<file path="src/rtl/assert_macros.svh">
// Assertion macros shared by the smoothing filter RTL.
// Included by the modules that carry concurrent checks.
`ifndef ASSERT_MACROS_SVH
`define ASSERT_MACROS_SVH

// Clocked check, disabled while reset is high.
`define TSM_ASSERT(name, clk, rst, prop, msg) \
   name: assert property (@(posedge clk) disable iff (rst) prop) else $error(msg);

// Clocked check that also holds during reset.
`define TSM_ASSERT_ALWAYS(name, clk, prop, msg) \
   name: assert property (@(posedge clk) prop) else $error(msg);

`endif

</file>
<file path="src/rtl/tsm_pkg.sv">
// Shared types and constants of the 5x5 triangular smoothing filter.
// No dependencies; used by every module of the block but tsm_ram.
package tsm_pkg;

   // Field widths of the configuration registers.
   localparam int WIDTH_REG_W  = 11;
   localparam int HEIGHT_REG_W = 13;
   localparam int CSR_ADDR_W   = 3;
   localparam int CSR_DATA_W   = 32;

   localparam int WIDTH_RESET  = 640;
   localparam int HEIGHT_RESET = 480;
   localparam int DIM_MIN      = 5;

   localparam int DEFAULT_MAX_WIDTH  = 1024;
   localparam int DEFAULT_MAX_HEIGHT = 4096;

   // Register index, taken from paddr[2].
   localparam logic [0:0] REG_IMAGE_WIDTH  = 1'b0;
   localparam logic [0:0] REG_IMAGE_HEIGHT = 1'b1;

   // Kernel: outer product of {1,2,3,2,1}.
   localparam int KSIZE  = 5;
   localparam int NLINES = 4;
   localparam logic [1:0] TRI_WEIGHT [KSIZE] = '{2'd1, 2'd2, 2'd3, 2'd2, 2'd1};

   localparam int PIX_W  = 8;
   localparam int VSUM_W = 12;   // 9 * 255
   localparam int SUM_W  = 15;   // 81 * 255

   // floor(s / 81) == (s * 25891) >> 21 for every s up to 81 * 255.
   localparam int DIV81_MULT_W = 15;
   localparam logic [DIV81_MULT_W-1:0] DIV81_MULT = 15'd25891;
   localparam int DIV81_SHIFT = 21;
   localparam int PROD_W = SUM_W + DIV81_MULT_W;

   typedef struct packed {
      logic [PIX_W-1:0] pixel_in;
      logic             drain;
   } req_payload_type;

   typedef struct packed {
      logic [PIX_W-1:0] pixel_out;
      logic             frame_end;
   } rsp_payload_type;

   // What the front end decided for one item.
   typedef struct packed {
      logic shift;    // pixel enters the window and line stores
      logic emit;     // item yields one result
      logic border;   // result lies on the two-pixel border
      logic last;     // result is the frame's last
   } item_tag_type;

endpackage

</file>
<file path="src/rtl/tsm_filter.sv">
// Datapath: line-store column assembly, column sums, kernel sum, divide by 81
// and the result register. Depends on tsm_pkg, assert_macros.svh.
`include "assert_macros.svh"

module tsm_filter #(
   parameter int MAX_WIDTH = tsm_pkg::DEFAULT_MAX_WIDTH
) (
   input  logic                                         clock,
   input  logic                                         reset,
   input  logic                                         item_load,
   input  tsm_pkg::item_tag_type                        item_tag,
   input  logic [tsm_pkg::PIX_W-1:0]                    item_pixel,
   input  logic [$clog2(MAX_WIDTH)-1:0]                 item_col,
   output logic                                         s1_ready,
   input  logic [tsm_pkg::NLINES*tsm_pkg::PIX_W-1:0]    rd_data,
   output logic                                         wr_en,
   output logic [$clog2(MAX_WIDTH)-1:0]                 wr_addr,
   output logic [tsm_pkg::NLINES*tsm_pkg::PIX_W-1:0]    wr_data,
   output logic                                         rsp_valid,
   output tsm_pkg::rsp_payload_type                     rsp_payload,
   input  logic                                         rsp_stall
);

   localparam int COL_W = $clog2(MAX_WIDTH);
   localparam int K     = tsm_pkg::KSIZE;
   localparam int VW    = tsm_pkg::VSUM_W;
   localparam int SW    = tsm_pkg::SUM_W;
   localparam int PW    = tsm_pkg::PIX_W;

   // stage 1: item with its line-store column
   logic                  s1_valid_ff, s1_valid_in;
   tsm_pkg::item_tag_type s1_tag_ff,   s1_tag_in;
   logic [PW-1:0]         s1_pixel_ff, s1_pixel_in;
   logic [COL_W-1:0]      s1_col_ff,   s1_col_in;

   // running weighted column sums of the window
   logic [VW-1:0]         vsum_ff [K];
   logic [VW-1:0]         vsum_in [K];

   // stage 2: window snapshot
   logic                  s2_valid_ff,  s2_valid_in;
   logic                  s2_border_ff, s2_border_in;
   logic                  s2_last_ff,   s2_last_in;
   logic [VW-1:0]         s2_vsum_ff [K];
   logic [VW-1:0]         s2_vsum_in [K];

   // stage 3: kernel sum
   logic                  s3_valid_ff,  s3_valid_in;
   logic                  s3_border_ff, s3_border_in;
   logic                  s3_last_ff,   s3_last_in;
   logic [SW-1:0]         s3_sum_ff,    s3_sum_in;

   // result register
   logic                  out_valid_ff, out_valid_in;
   logic [PW-1:0]         out_pixel_ff, out_pixel_in;
   logic                  out_last_ff,  out_last_in;

   logic                  out_ready;
   logic                  s3_ready;
   logic                  s2_ready;
   logic                  s1_fire;
   logic                  s2_move;
   logic                  s3_move;
   logic [VW-1:0]         col_sum;
   logic [SW-1:0]         kern_sum;
   logic [tsm_pkg::PROD_W-1:0] prod;

   assign out_ready = !out_valid_ff || !rsp_stall;
   assign s3_ready  = !s3_valid_ff || out_ready;
   assign s2_ready  = !s2_valid_ff || s3_ready;
   assign s1_fire   = s1_valid_ff && (!s1_tag_ff.emit || s2_ready);
   assign s1_ready  = !s1_valid_ff || s1_fire;
   assign s2_move   = s2_valid_ff && s3_ready;
   assign s3_move   = s3_valid_ff && out_ready;

   // Vertical weighted sum of the incoming column: lines 0..3, then the pixel.
   always_comb begin
      logic [PW-1:0] px;
      col_sum = '0;
      for (int j = 0; j < K; j++) begin
         if (j < tsm_pkg::NLINES) begin
            px = rd_data[PW*j +: PW];
         end else begin
            px = s1_pixel_ff;
         end
         col_sum = col_sum + VW'(tsm_pkg::TRI_WEIGHT[j]) * VW'(px);
      end
   end

   // Line store write-back: each line moves up by one.
   assign wr_en   = s1_fire && s1_tag_ff.shift;
   assign wr_addr = s1_col_ff;
   assign wr_data = {s1_pixel_ff, rd_data[tsm_pkg::NLINES*PW-1:PW]};

   always_comb begin
      s1_valid_in = s1_valid_ff;
      s1_tag_in   = s1_tag_ff;
      s1_pixel_in = s1_pixel_ff;
      s1_col_in   = s1_col_ff;
      if (s1_fire) begin
         s1_valid_in = 1'b0;
      end
      if (item_load) begin
         s1_valid_in = 1'b1;
         s1_tag_in   = item_tag;
         s1_pixel_in = item_pixel;
         s1_col_in   = item_col;
      end
   end

   always_comb begin
      for (int j = 0; j < K; j++) begin
         vsum_in[j] = vsum_ff[j];
      end
      if (s1_fire && s1_tag_ff.shift) begin
         for (int j = 0; j < K - 1; j++) begin
            vsum_in[j] = vsum_ff[j+1];
         end
         vsum_in[K-1] = col_sum;
      end
   end

   always_comb begin
      s2_valid_in  = s2_valid_ff;
      s2_border_in = s2_border_ff;
      s2_last_in   = s2_last_ff;
      for (int j = 0; j < K; j++) begin
         s2_vsum_in[j] = s2_vsum_ff[j];
      end
      if (s2_move) begin
         s2_valid_in = 1'b0;
      end
      if (s1_fire && s1_tag_ff.emit) begin
         s2_valid_in  = 1'b1;
         s2_border_in = s1_tag_ff.border;
         s2_last_in   = s1_tag_ff.last;
         for (int j = 0; j < K; j++) begin
            s2_vsum_in[j] = vsum_in[j];
         end
      end
   end

   always_comb begin
      kern_sum = '0;
      for (int j = 0; j < K; j++) begin
         kern_sum = kern_sum + SW'(tsm_pkg::TRI_WEIGHT[j]) * SW'(s2_vsum_ff[j]);
      end
   end

   always_comb begin
      s3_valid_in  = s3_valid_ff;
      s3_border_in = s3_border_ff;
      s3_last_in   = s3_last_ff;
      s3_sum_in    = s3_sum_ff;
      if (s3_move) begin
         s3_valid_in = 1'b0;
      end
      if (s2_move) begin
         s3_valid_in  = 1'b1;
         s3_border_in = s2_border_ff;
         s3_last_in   = s2_last_ff;
         s3_sum_in    = kern_sum;
      end
   end

   // floor(sum / 81) by reciprocal multiply
   assign prod = tsm_pkg::PROD_W'(s3_sum_ff) * tsm_pkg::PROD_W'(tsm_pkg::DIV81_MULT);

   always_comb begin
      out_valid_in = out_valid_ff;
      out_pixel_in = out_pixel_ff;
      out_last_in  = out_last_ff;
      if (out_valid_ff && !rsp_stall) begin
         out_valid_in = 1'b0;
      end
      if (s3_move) begin
         out_valid_in = 1'b1;
         out_last_in  = s3_last_ff;
         if (s3_border_ff) begin
            out_pixel_in = '0;
         end else begin
            out_pixel_in = prod[tsm_pkg::DIV81_SHIFT +: PW];
         end
      end
   end

   always_ff @(posedge clock) begin
      if (reset) begin
         s1_valid_ff  <= 1'b0;
         s2_valid_ff  <= 1'b0;
         s3_valid_ff  <= 1'b0;
         out_valid_ff <= 1'b0;
         for (int j = 0; j < K; j++) begin
            vsum_ff[j] <= '0;
         end
      end else begin
         s1_valid_ff  <= s1_valid_in;
         s2_valid_ff  <= s2_valid_in;
         s3_valid_ff  <= s3_valid_in;
         out_valid_ff <= out_valid_in;
         for (int j = 0; j < K; j++) begin
            vsum_ff[j] <= vsum_in[j];
         end
      end
   end

   always_ff @(posedge clock) begin
      s1_tag_ff    <= s1_tag_in;
      s1_pixel_ff  <= s1_pixel_in;
      s1_col_ff    <= s1_col_in;
      s2_border_ff <= s2_border_in;
      s2_last_ff   <= s2_last_in;
      for (int j = 0; j < K; j++) begin
         s2_vsum_ff[j] <= s2_vsum_in[j];
      end
      s3_border_ff <= s3_border_in;
      s3_last_ff   <= s3_last_in;
      s3_sum_ff    <= s3_sum_in;
      out_pixel_ff <= out_pixel_in;
      out_last_ff  <= out_last_in;
   end

   assign rsp_valid             = out_valid_ff;
   assign rsp_payload.pixel_out = out_pixel_ff;
   assign rsp_payload.frame_end = out_last_ff;

   `TSM_ASSERT(a_last_on_border, clock, reset,
      out_valid_ff && out_last_ff |-> out_pixel_ff == '0, "frame end result not on border")
   `TSM_ASSERT(a_s1_hold, clock, reset,
      s1_valid_ff && s1_tag_ff.emit && !s2_ready |=> s1_valid_ff && $stable(s1_col_ff),
      "stage 1 item lost while stage 2 blocked")
   `TSM_ASSERT(a_s3_hold, clock, reset,
      s3_valid_ff && !out_ready |=> s3_valid_ff && $stable(s3_sum_ff),
      "kernel sum lost while result register blocked")
   `TSM_ASSERT(a_wr_only_shift, clock, reset,
      wr_en |-> s1_valid_ff && s1_tag_ff.shift && !s1_tag_ff.last,
      "line store written by a flush item")

endmodule

</file>
<file path="config.mk">
export PLATFORM = sky130hd
export DESIGN_NAME = tsm_filter
export DESIGN_NICKNAME = d
export VERILOG_FILES = /design/src/rtl/tsm_pkg.sv /design/src/rtl/tsm_filter.sv
export VERILOG_INCLUDE_DIRS = /design/src /design/src/rtl
export SDC_FILE = /design/constraint.sdc
export NUM_CORES = 1
export LEC_CHECK = 0
export ABC_AREA = 1
export BUFFER_PORTS_ARGS = -buffer_cell sky130_fd_sc_hd__buf_4
export CORE_ASPECT_RATIO = 2
export CORE_MARGIN = 5
export CORE_UTILIZATION = 61
export DETAILED_ROUTE_END_ITERATION = 10
export HOLD_SLACK_MARGIN = 0.08
export MAX_ROUTING_LAYER = met4
export PLACE_DENSITY = 0.83
export SYNTH_ARGS = -nofsm -noshare
export SYNTH_HDL_FRONTEND = slang
export SYNTH_SLANG_ARGS = --single-unit
export TNS_END_PERCENT = 30
</file>
<file path="constraint.sdc">
create_clock -name clock -period 5.25 [get_ports clock]
set_input_delay 0.2625 -clock clock [delete_from_list [all_inputs] [get_ports clock]]
set_output_delay 0.2625 -clock clock [all_outputs]
set_load 0.02 [all_outputs]
</file>
==> results by group, run 1 <==
Worst hold path
  • Min-Delay Path Depth: 3
  • Launch point of the worst hold path: rsp_stall
  • WHS Endpoint: rsp_valid
  • Hold crit path type: primary input to flip-flop

Cells and area
  • Fraction of layout instances using a drive strength above 1: around 15%
  • Area Growth Syn to Fin: 13.5%
  • Antenna Cells: 0
  • Nets: 1764
  • Finished Layout Cells: around 1700

Route
  • Routed Antenna Nets: 0
  • DRC violations left: 0
  • Average wire per standard cell: about 16 microns
  • Drt via density: about 5.2
  • Vias post-DR: ~9000
  • Post-Route WL: between 20000 and 30000 microns
  • DR pass1 iterations: 5
  • DR iter-0 viols: 452

STA
  • Fin. max-slew vios: 0
  • Fin crit period: about 5000 ps
  • Post-route setup TNS: 0 ps
  • # setup viols final: 0
  • Final worst path period share: 95.5%
  • Worst slew pin tran: between 1000 and 1500 ps
  • Relative slew slack: 29.5%
  • FMAX: 199 MHz
  • RSZ-0062 raised after global routing: true
  • Final hold violation count: 0
  • Clock skew: 8.69 ps
  • Hold Slack: approximately 170 ps

Yosys
  • Syn Area/Cell: 9.82 sq um
  • Top-count cell post-synth: inv_1
  • Netlist cell types: 35
  • Syn nets: 1646
  • Cell taking the most area after synthesis: edfxtp_1
  • Area share of the largest cell type after synthesis: between 20% and 30%
  • Synth cell count leaders: 294 x inv_1, 239 x nand2_1, 146 x ha_1
  • Mapped cell area: between 0.01 and 0.015 sq mm
  • Async SR Flop Fraction: 0%
  • Synth area leaders: edfxtp_1 25%, fa_1 19%, ha_1 14%
  • Seq/Total Area, Yosys: a little over a third
  • Main synth FF type: edfxtp_1
  • Mapped Cells: about 1300
  • EDFF count, synth: 110
  • Synth warnings: 0
  • Yosys reg bits: ~170

Global route
  • Tot GR Track Use: 25.2%
  • First-pass GRT wire length: roughly 46000 microns
  • Largest net degree at the start of global routing: 77
  • Initial antenna violation count: 0
  • Number of global-route vias before repair: 9856
  • Total gr overflow: 0

Worst setup path
  • Worst Setup End Kind: flip-flop
  • Critical path startpoint category: flip-flop
  • R2R Setup Slk: around 240 ps
  • Setup CP Type: flip-flop to flip-flop
  • Reg-to-Reg Start: s3_sum_ff[1]
  • FF-to-FF End: out_pixel_ff[0]
  • Critical Path RT: 5460 ps
  • Critical Path AT: roughly 5200 ps
  • R2R depth: 19
  • Worst-path maximum fanout: 5

Floorplanning
  • Io pins: around 110
  • Row cnt: 75
  • Core area: ~0.021 sq mm
  • Die Footprint: roughly 0.024 sq mm
  • Chip height: approximately 220 microns
  • Starting Density: approximately 60%
  • Chip width: 113 microns

Run status
  • Status: complete, no violations

Clock tree
  • Root Buffer: clkbuf_16
  • Clk sinks: 174
  • Clock Tree Buf Depth: 2
  • H-tree depth: 4
  • Clock buffer count from CTS: 17
  • TritonCTS clock tree: yes
  • Worst skew pair latency: around 440 ps
  • Clock Pin Slew Worst Setup and Hold Paths: approximately 70 ps

Place
  • GPL Wtd Cong: 0.948
  • Post-DP HPWL: around 23000 microns
  • # port buffers: 111
  • Post-Place Cells: ~1700

Flow run
  • Max-Cap Viols: 0

Power
  • P per Cell Area: 457 mW/mm^2
  • Leakage: just over 0.007 uW
  • Peak supply drop: approximately 0.31 mV
[per-stage QoR]
step                      power (uW)  area (sq um)  setup WS, ps  utilization [%]
after floorplan                 4300         13000           550                -
after global placement          5360         13800           245             65.9
after detailed placement        5420         13800           154             65.9
after CTS                       6700         14700           154             69.7
after global routing            7340         14700         -14.9             70.0
final                           6730         14700           235             70.0
[worst max-delay path, stage by stage (launching register included)]
cell and delay, ps:
edfxtp_1 510, ha_4 320, inv_1 40, fa_1 470, inv_1 50, fa_1 480
fa_1 520, fa_1 550, inv_1 90, fa_1 540, inv_1 40, ha_1 320
nand2_1 180, inv_1 80, a21oi_2 190, nor2_1 70, nor2_1 140, nand3_1 80
nand2_1 60, nor2_1 40
[cells in the final DEF (no fill, tap or decap), types with 48 or more instances in the layout]
cell type / netlist / final
inv_1: 294 / 293
nand2_1: 239 / 239
ha_1: 146 / 145
fa_1: 121 / 121
buf_4: 25 / 119
edfxtp_1: 110 / 110
dfxtp_1: 64 / 64
nor2_1: 63 / 60
and2_1: 54 / 54
o21ai_2: 48 / 48
[kinds of logic after synthesis]
group                      after synthesis  share of synthesized area, %
AOI/OAI and AO/OA                      111                          5.79
xor gates and xnor gates                17                          1.15
adders and majority gates              267                          32.7
buffers and inverters                  338                          11.0
DFF                                    174                          35.3
and+or+nand+nor                        414                          13.9
[worst max path at each step]
stage / startpoint / to / slack, ps / depth (start not counted)
2_1_floorplan: s3_sum_ff[1] / out_pixel_ff[1] / 550 / 18
3_3_place_gp: s3_sum_ff[1] / out_pixel_ff[0] / 240 / 20
3_5_place_dp: s3_sum_ff[1] / out_pixel_ff[0] / 150 / 20
4_1_cts: s3_sum_ff[1] / out_pixel_ff[0] / 150 / 20
5_1_grt: s3_sum_ff[1] / out_pixel_ff[6] / -10 / 20
6_report: s3_sum_ff[1] / out_pixel_ff[0] / 240 / 19
[final cells by class]
type | count | area, sq um
clock inverter | 15 | 150
sequential | 174 | 4580
multi-input combinational | 809 | 7000
fill | 1570 | 6300
inverter | 295 | 1110
timing repair buffer | 142 | 1120
tap | 269 | 337
clock buffer | 17 | 425
[flip-flops by register name, indices dropped and copies added, names as in the netlist]
register      count
out_last_ff       1
s3_valid_ff       1
vsum_ff          60
out_pixel_ff      8
s3_last_ff        1
s3_sum_ff        15
s1_valid_ff       1
s2_vsum_ff       60
wr_addr          10
s3_border_ff      1
s1_tag_ff         4
s2_valid_ff       1
rsp_valid         1
s1_pixel_ff       8
s2_border_ff      1
s2_last_ff        1
[power by group]
| group | switching, uW | internal, uW |
|---|---|---|
| logic | 2490 | 1400 |
| registers | 42.0 | 1560 |
| clock network | 600 | 632 |
[routing by layer]
layer	global-route usage, %	part of all wire (%)
met5	-	0
met4	18.4	7.9
met3	2.54	2.5
met2	48.2	58
met1	21.7	32
[what timing repair did]
| action | 4_1_cts | 5_1_grt |
|---|---|---|
| hold buffers | 23 | 0 |
| resized for setup | 0 | 8 |
| setup buffers | 0 | 4 |
| endpoints found under the hold margin | 26 | 0 |
| endpoints found under the setup margin | 0 | 5 |
Power figures use the tool's default switching activity.
==> run 2, diff against run 1 <==
--- a/config.mk
+++ b/config.mk
@@ -10,11 +10,12 @@
 export BUFFER_PORTS_ARGS = -buffer_cell sky130_fd_sc_hd__buf_4
 export CORE_ASPECT_RATIO = 2
 export CORE_MARGIN = 5
-export CORE_UTILIZATION = 61
+export CORE_UTILIZATION = 55
 export DETAILED_ROUTE_END_ITERATION = 10
 export HOLD_SLACK_MARGIN = 0.08
 export MAX_ROUTING_LAYER = met4
-export PLACE_DENSITY = 0.83
+export PLACE_DENSITY = 0.79
+export SLEW_MARGIN = 20
 export SYNTH_ARGS = -nofsm -noshare
 export SYNTH_HDL_FRONTEND = slang
 export SYNTH_SLANG_ARGS = --single-unit
==> constraint.sdc (replaced) <==
create_clock -name clock -period 4.6 [get_ports clock]
set_input_delay 0.23 -clock clock [delete_from_list [all_inputs] [get_ports clock]]
set_output_delay 0.23 -clock clock [all_outputs]
set_load 0.02 [all_outputs]
==> run 2 against run 1 <==
  * The flow now finishes with violations (negative setup slack)
  * Die area grew 10%
  * Wire length is 3.6% higher
  * Setup slack worse by 240 ps
  * Non-clock buffer count up 30
  * Sequential power is 14% higher
  * Largest power group unchanged
==> results by group, run 2 (synthesis gave the netlist of run 1 again) <==
Cells and area
  • Area Growth Syn to Fin: 17.5%
  • Core Util, Final: 65.6% (-4.4 points)
  • Most common cell after layout, fill and taps aside: inv_1
  • Most frequent cells in the layout: 287 x inv_1, 229 x nand2_1, 146 x buf_4, 131 x ha_1, 121 x fa_1
  • Antenna Cells: 0 (unchanged)
  • Largest regs: s2_vsum_ff (60), vsum_ff (60), s3_sum_ff (15)
  • Nets: 1794 (+1.7%)
  • Fraction of layout instances using a drive strength above 1: 19.8% (+4.7 points)
  • Final Cell Area: 0.0152 sq mm (+3.6%)

Global route
  • Tot GR Track Use: 23.2% (-2.0 points)
  • Total gr overflow: 0 (unchanged)
  • Largest net degree at the start of global routing: 52 (-32%)
  • Number of global-route vias before repair: 9999 (+1.5%)
  • Initial antenna violation count: 0 (unchanged)
  • First-pass GRT wire length: 47100 microns (+2.3%)

Floorplanning
  • Chip width: 119 microns (+4.8%)
  • Io pins: 112 (unchanged)
  • Row cnt: 79 (+5.3%)
  • Core area: 0.0232 sq mm (+11%)
  • Die Footprint: 0.0270 sq mm (+10%)
  • Chip height: 227 microns (+5.1%)
  • Starting Density: 55.9% (-5.9 points)

Worst hold path
  • WHS Endpoint: rsp_valid
  • Hold crit path type: primary input to flip-flop
  • Min-Delay Path Depth: 3 (unchanged)
  • Launch point of the worst hold path: rsp_stall

Route
  • DR iter-0 viols: 330 (-27%)
  • Routed Antenna Nets: 0 (unchanged)
  • Average wire per standard cell: 16.6 microns (+0.97%)
  • Vias post-DR: 9061 (+1.1%)
  • Post-Route WL: 29300 microns (+3.6%)
  • Drt via density: 5.13 (-1.4%)
  • DR pass1 iterations: 6 (+1)
  • DRC violations left: 0 (unchanged)

Clock tree
  • H-tree depth: 4 (unchanged)
  • Clock Pin Slew Worst Setup and Hold Paths: 70 ps (about the same)
  • Clock buffer count from CTS: 17 (unchanged)
  • Clk sinks: 174 (unchanged)
  • TritonCTS clock tree: yes
  • Root Buffer: clkbuf_16
  • Worst skew pair latency: 440 ps (about the same)
  • Clock Tree Buf Depth: 2 (unchanged)

Place
  • Post-DP HPWL: 23700 microns (+3.9%)
  • # port buffers: 111 (unchanged)
  • DP Area: 0.0141 sq mm (+1.6%)
  • DP Worst Slack: -217 ps (-371 ps)
  • GPL Wtd Cong: 1.03 (+8.6%)

STA
  • Relative slew slack: 32.0% (+2.4 points)
  • Final worst path period share: 100% (+4.7 points)
  • Clock skew: 12.0 ps (+3.29 ps)
  • Final hold violation count: 0 (unchanged)
  • Fin crit period: 4610 ps (-406 ps)
  • FMAX: 217 MHz (+8.8%)
  • Post-route setup slack: -8.71 ps (-244 ps)
  • RSZ-0062 raised after global routing: true
  • Fin. max-slew vios: 0 (unchanged)
  • # setup viols final: 2 (+2)
  • Worst slew pin tran: 1020 ps (-36.7 ps)

Worst setup path
  • Worst-path maximum fanout: 3 (-2)
  • Critical Path RT: 4800 ps (-660 ps)
  • FF-to-FF End: out_pixel_ff[5]
  • Critical path startpoint category: flip-flop
  • Crit path cell chain: buf_6 -> ha_4 -> inv_2 -> fa_1 -> inv_1 -> fa_1 -> fa_1 -> fa_1 -> inv_2 -> fa_1 -> inv_2 -> ha_4 -> nand2_4 -> nor2_4 -> nand3_1 -> nor2_1 -> nand2_1 -> nand3_2 -> nand2_1 -> nand2_1 -> nor2_1
  • Reg-to-Reg Start: s3_sum_ff[2]
  • CP peak stage delay: 510 ps (-40 ps)
  • R2R depth: 21 (+2)
  • Crit-path leading delay family: adder cells
  • Sum of buffers and inverters on the critical path: 5 (unchanged)
  • R2R Setup Slk: -9 ps (-240 ps)
  • CP dominant cell by count: fa_1
  • Worst Setup End Kind: flip-flop
  • Critical Path AT: 4810 ps (-410 ps)
  • Setup CP Type: flip-flop to flip-flop
  • CP max-delay cell: fa_1

Flow run
  • Max-Cap Viols: 0 (unchanged)

Power
  • Peak supply drop: 0.495 mV (+59%)
  • Leakage: 0.00724 uW (+2.6%)
  • Total power: 8400 uW (+25%)
  • P per Cell Area: 551 mW/mm^2 (+21%)

Run status
  • Failing checks: negative setup slack
  • Status: finished, violations left
## run 2: cell types whose count changed in the layout (fill, tap and decap cells not counted), moves of 6 or more
cell,before,now
buf_4,119,146
nor2_2,1,7
ha_1,145,131
inv_1,293,287
nand2_1,239,229
nand2_2,9,15
ha_4,1,14
nor2_1,60,53
inv_2,2,8
## run 2: final cells by class
class / count / area, sq um
Inverter: 295 / 1110
Sequential cell: 174 / 4580
Multi-Input combinational cell: 809 / 7260
Fill cell: 1769 / 7980
Clock inverter: 14 / 143
Tap cell: 283 / 354
Timing Repair Buffer: 172 / 1360
Clock buffer: 18 / 439
## run 2: worst reg2reg max path: stages (launching register included)
cell and delay [ps]:
edfxtp_1 420, buf_6 140, ha_4 260, inv_2 30, fa_1 460, inv_1 50
fa_1 490, fa_1 430, fa_1 510, inv_2 40, fa_1 490, inv_2 60
ha_4 300, nand2_4 70, nor2_4 110, nand3_1 80, nor2_1 100, nand2_1 80
nand3_2 90, nand2_1 50, nand2_1 70, nor2_1 40
## run 2: where the power goes
part	total (uW)	switching, uW	internal, uW
Sequential	1830	45.0	1780
Combinational	5160	3160	2000
Clock	1420	680	736
Total	8400	3890	4520
## run 2: how the worst max path moves through the flow
| stage | startpoint | to | slack [ps] | cells past startpoint |
|---|---|---|---|---|
| 2_1_floorplan | s3_sum_ff[2] | out_pixel_ff[6] | 7 | 20 |
| 3_3_place_gp | s3_sum_ff[1] | out_pixel_ff[6] | -160 | 20 |
| 3_5_place_dp | s3_sum_ff[1] | out_pixel_ff[0] | -220 | 20 |
| 4_1_cts | s3_sum_ff[2] | out_pixel_ff[0] | -10 | 21 |
| 5_1_grt | s3_sum_ff[1] | out_pixel_ff[0] | -200 | 20 |
| 6_report | s3_sum_ff[2] | out_pixel_ff[5] | -9 | 21 |
## run 2: routing by layer
metal,share of wire (%),track usage (%),vias to the layer above
li1,-,-,4386
met4,8.4,16.8,0
met3,2.9,3.13,100
met5,0,-,-
met2,58,45.0,214
met1,30,19.4,4361
## run 2: stage by stage
stage          TNS, ps  hold slack (ps)  cells
3_3_place_gp      -864              402   1700
3_5_place_dp     -1500              408   1700
2_1_floorplan        0              329   1321
4_1_cts          -14.6              111   1758
6_report         -9.67              137   1765
5_1_grt          -1250              149   1765
## run 2: timing repair
item                                    4_1_cts  5_1_grt
gates resized for setup                      26       30
endpoints found under the setup margin        8        8
hold buffers                                 23        0
setup buffers                                 3        7
pin swaps                                    17       19
hold endpoints to repair                     31        0
==> run 3, diff against run 2 <==
--- a/config.mk
+++ b/config.mk
@@ -7,14 +7,14 @@
 export NUM_CORES = 1
 export LEC_CHECK = 0
 export ABC_AREA = 1
-export BUFFER_PORTS_ARGS = -buffer_cell sky130_fd_sc_hd__buf_4
 export CORE_ASPECT_RATIO = 2
 export CORE_MARGIN = 5
-export CORE_UTILIZATION = 55
+export CORE_UTILIZATION = 59
 export DETAILED_ROUTE_END_ITERATION = 10
-export HOLD_SLACK_MARGIN = 0.08
+export DONT_BUFFER_PORTS = 1
+export HOLD_SLACK_MARGIN = 0.12
 export MAX_ROUTING_LAYER = met4
-export PLACE_DENSITY = 0.79
+export PLACE_DENSITY = 0.8
 export SLEW_MARGIN = 20
 export SYNTH_ARGS = -nofsm -noshare
 export SYNTH_HDL_FRONTEND = slang
==> run 3 against run 2 <==
  * The run still ends with negative setup slack left
  * Sequential cell count is the same
  * Clock power is essentially flat
  * Sequential share of layout area grew 2.0 points
  * Sequential power is essentially flat
  * Non-clock buffer count shrank 116
  * Clock skew grew 1.6 ps
==> results by group, run 3 (synthesis gave the netlist of run 1 again) <==
Cells and area
  • Area Growth Syn to Fin: 10.0%
  • Nets: 1678 (-6.5%)
  • Most common cell after layout, fill and taps aside: inv_1
  • # fillers: 1596 (-9.8%)
  • FF/Latch Area: 0.00458 sq mm (unchanged)
  • Finished Layout Cells: 1639 (-7.1%)
  • Fraction of layout instances using a drive strength above 1: 12.2% (-7.5 points)
  • Multi-input logic area: 0.00717 sq mm (-1.2%)
  • Largest regs: s2_vsum_ff (60), vsum_ff (60), s3_sum_ff (15)
  • Antenna Cells: 0 (unchanged)
  • Most frequent cells in the layout: 288 x inv_1, 232 x nand2_1, 138 x ha_1, 121 x fa_1, 110 x edfxtp_1

Global route
  • First-pass GRT wire length: 44900 microns (-4.7%)
  • Total gr overflow: 0 (unchanged)
  • Largest net degree at the start of global routing: 56 (+7.7%)
  • Initial antenna violation count: 0 (unchanged)
  • Number of global-route vias before repair: 9599 (-4.0%)
  • Tot GR Track Use: 23.7% (+0.53 points)

Place
  • GPL Wtd Cong: 1.02 (-0.56%)
  • Post-Place Cells: 1579 (-7.1%)
  • Post-DP HPWL: 21500 microns (-9.3%)
  • # port buffers: 0 (-100%)

Clock tree
  • Root Buffer: clkbuf_16
  • Clock buffer count from CTS: 17 (unchanged)
  • TritonCTS clock tree: yes
  • Clock Tree Buf Depth: 2 (unchanged)
  • Clock Pin Slew Worst Setup and Hold Paths: 80 ps (about the same)
  • Clk sinks: 174 (unchanged)
  • Worst skew pair latency: 440 ps (about the same)
  • H-tree depth: 4 (unchanged)

STA
  • Fin crit period: 4660 ps (+50.2 ps)
  • FMAX: 215 MHz (-1.1%)
  • Final hold violation count: 0 (unchanged)
  • Relative slew slack: 34.4% (+2.4 points)
  • Hold Slack: 259 ps (+122 ps)
  • Post-route setup TNS: -140 ps (-131 ps)
  • Fin. max-slew vios: 0 (unchanged)
  • # setup viols final: 4 (+2)
  • Worst slew pin tran: 983 ps (-37.1 ps)
  • RSZ-0062 raised after global routing: true
  • Post-route setup slack: -58.9 ps (-50.2 ps)
  • Clock skew: 13.6 ps (+1.59 ps)
  • Final worst path period share: 101% (+1.1 points)

Run status
  • Failing checks: negative setup slack
  • Status: finished, violations left

Route
  • Average wire per standard cell: 16.5 microns (-0.75%)
  • DRC violations left: 0 (unchanged)
  • Post-Route WL: 27000 microns (-7.8%)
  • Vias post-DR: 8646 (-4.6%)
  • Routed Antenna Nets: 0 (unchanged)
  • DR iter-0 viols: 351 (+6.4%)
  • Drt via density: 5.28 (+2.8%)
  • DR pass1 iterations: 5 (-1)

Worst setup path
  • Worst-path maximum fanout: 3 (unchanged)
  • CP peak stage delay: 550 ps (+40 ps)
  • Critical path startpoint category: flip-flop
  • Crit path cell chain: ha_4 -> inv_1 -> fa_1 -> inv_1 -> fa_1 -> fa_1 -> fa_1 -> inv_2 -> fa_1 -> inv_2 -> ha_4 -> nand2_1 -> nand2_2 -> a21oi_2 -> inv_1 -> nand2_1 -> nand2_1 -> nor2_2 -> nand3_1 -> nand2_1 -> nor2_1
  • Worst Setup End Kind: flip-flop
  • CP dominant cell by count: fa_1
  • Setup CP Type: flip-flop to flip-flop
  • Critical Path AT: 4870 ps (+60 ps)
  • Critical Path RT: 4810 ps (about the same)
  • CP max-delay cell: fa_1

Power
  • Peak supply drop: 0.620 mV (+25%)
  • Leakage: 0.00668 uW (-7.8%)
  • P per Cell Area: 567 mW/mm^2 (+2.9%)

Floorplanning
  • Chip width: 115 microns (-3.2%)
  • Chip height: 220 microns (-3.3%)
  • Io pins: 112 (unchanged)
  • Row cnt: 76 (-3.8%)
  • Die Footprint: 0.0252 sq mm (-6.3%)
  • Core area: 0.0216 sq mm (-7.1%)
  • Starting Density: 60.1% (+4.3 points)

Flow run
  • Max-Cap Viols: 0 (unchanged)

Worst hold path
  • Hold crit path type: primary input to flip-flop
==> run 3: changes by cell type in the layout (fill, tap and decap cells not counted), sizes merged <==
cell         delta
clkinv          -1
inv             +3
clkinvlp        -1
buf           -117
clkbuf          -1
dlygate4sd3     +1
==> run 3: what timing repair did <==
action,in CTS,in global routing
hold endpoints to repair,53,0
buffers inserted,0,3
setup endpoints to repair,8,8
resized for setup,25,21
pin swaps,14,9
hold buffers,25,0
==> run 3: layer usage <==
metal | up-vias | GRT usage (%) | share of wire (%)
met5 | - | - | 0
met3 | 98 | 3.33 | 3.4
met4 | 0 | 14.1 | 6.4
met2 | 234 | 45.3 | 58
li1 | 4155 | - | -
met1 | 4159 | 21.3 | 32
==> run 3: final cells by class <==
| cell class | count | area share [%] |
|---|---|---|
| multi-input cells | 809 | 50.2 |
| flip-flops and latches | 174 | 32.1 |
| inverters | 295 | 7.75 |
| repair buffers | 56 | 3.43 |
| clock buffers | 17 | 2.98 |
| well taps | 273 | 2.39 |
| clock inverters | 15 | 1.15 |
==> run 3: power by group <==
part,internal [uW],switching [uW],total (uW)
combinational,1830,2990,4820
sequential,1790,64.0,1850
clock,733,692,1420
total,4350,3740,8090
==> run 3: final timing paths <==
path | startpoint | endpoint | slack, ps | cells after the start
max | s3_sum_ff[2] | out_pixel_ff[1] | -60 | 21
min | reset | s2_valid_ff | 260 | 4
max reg2reg | s3_sum_ff[2] | out_pixel_ff[1] | -60 | 21
min reg2reg | s2_border_ff | s3_border_ff | 420 | 0
==> run 3: metrics by stage <==
step	setup slack, ps	area [sq um]	util, %	total power [uW]
after global routing	-239	14300	66.2	8820
after global placement	-114	13200	61.3	6070
after floorplan	7.45	13000	-	4970
after CTS	3.94	14200	65.7	7990
final	-58.9	14300	66.2	8090
after detailed placement	-201	13200	61.3	6180
==> run 3: worst max-delay path: cells and delay by family, from the launching register on <==
kind / cells / cell delay [ps]
buffers and inverters: 5 / 240
flip-flops: 1 / 450
AND/OR/NAND/NOR: 8 / 560
AO/OA/AOI/OAI: 1 / 180
adder cells (fa/ha/maj): 7 / 2990
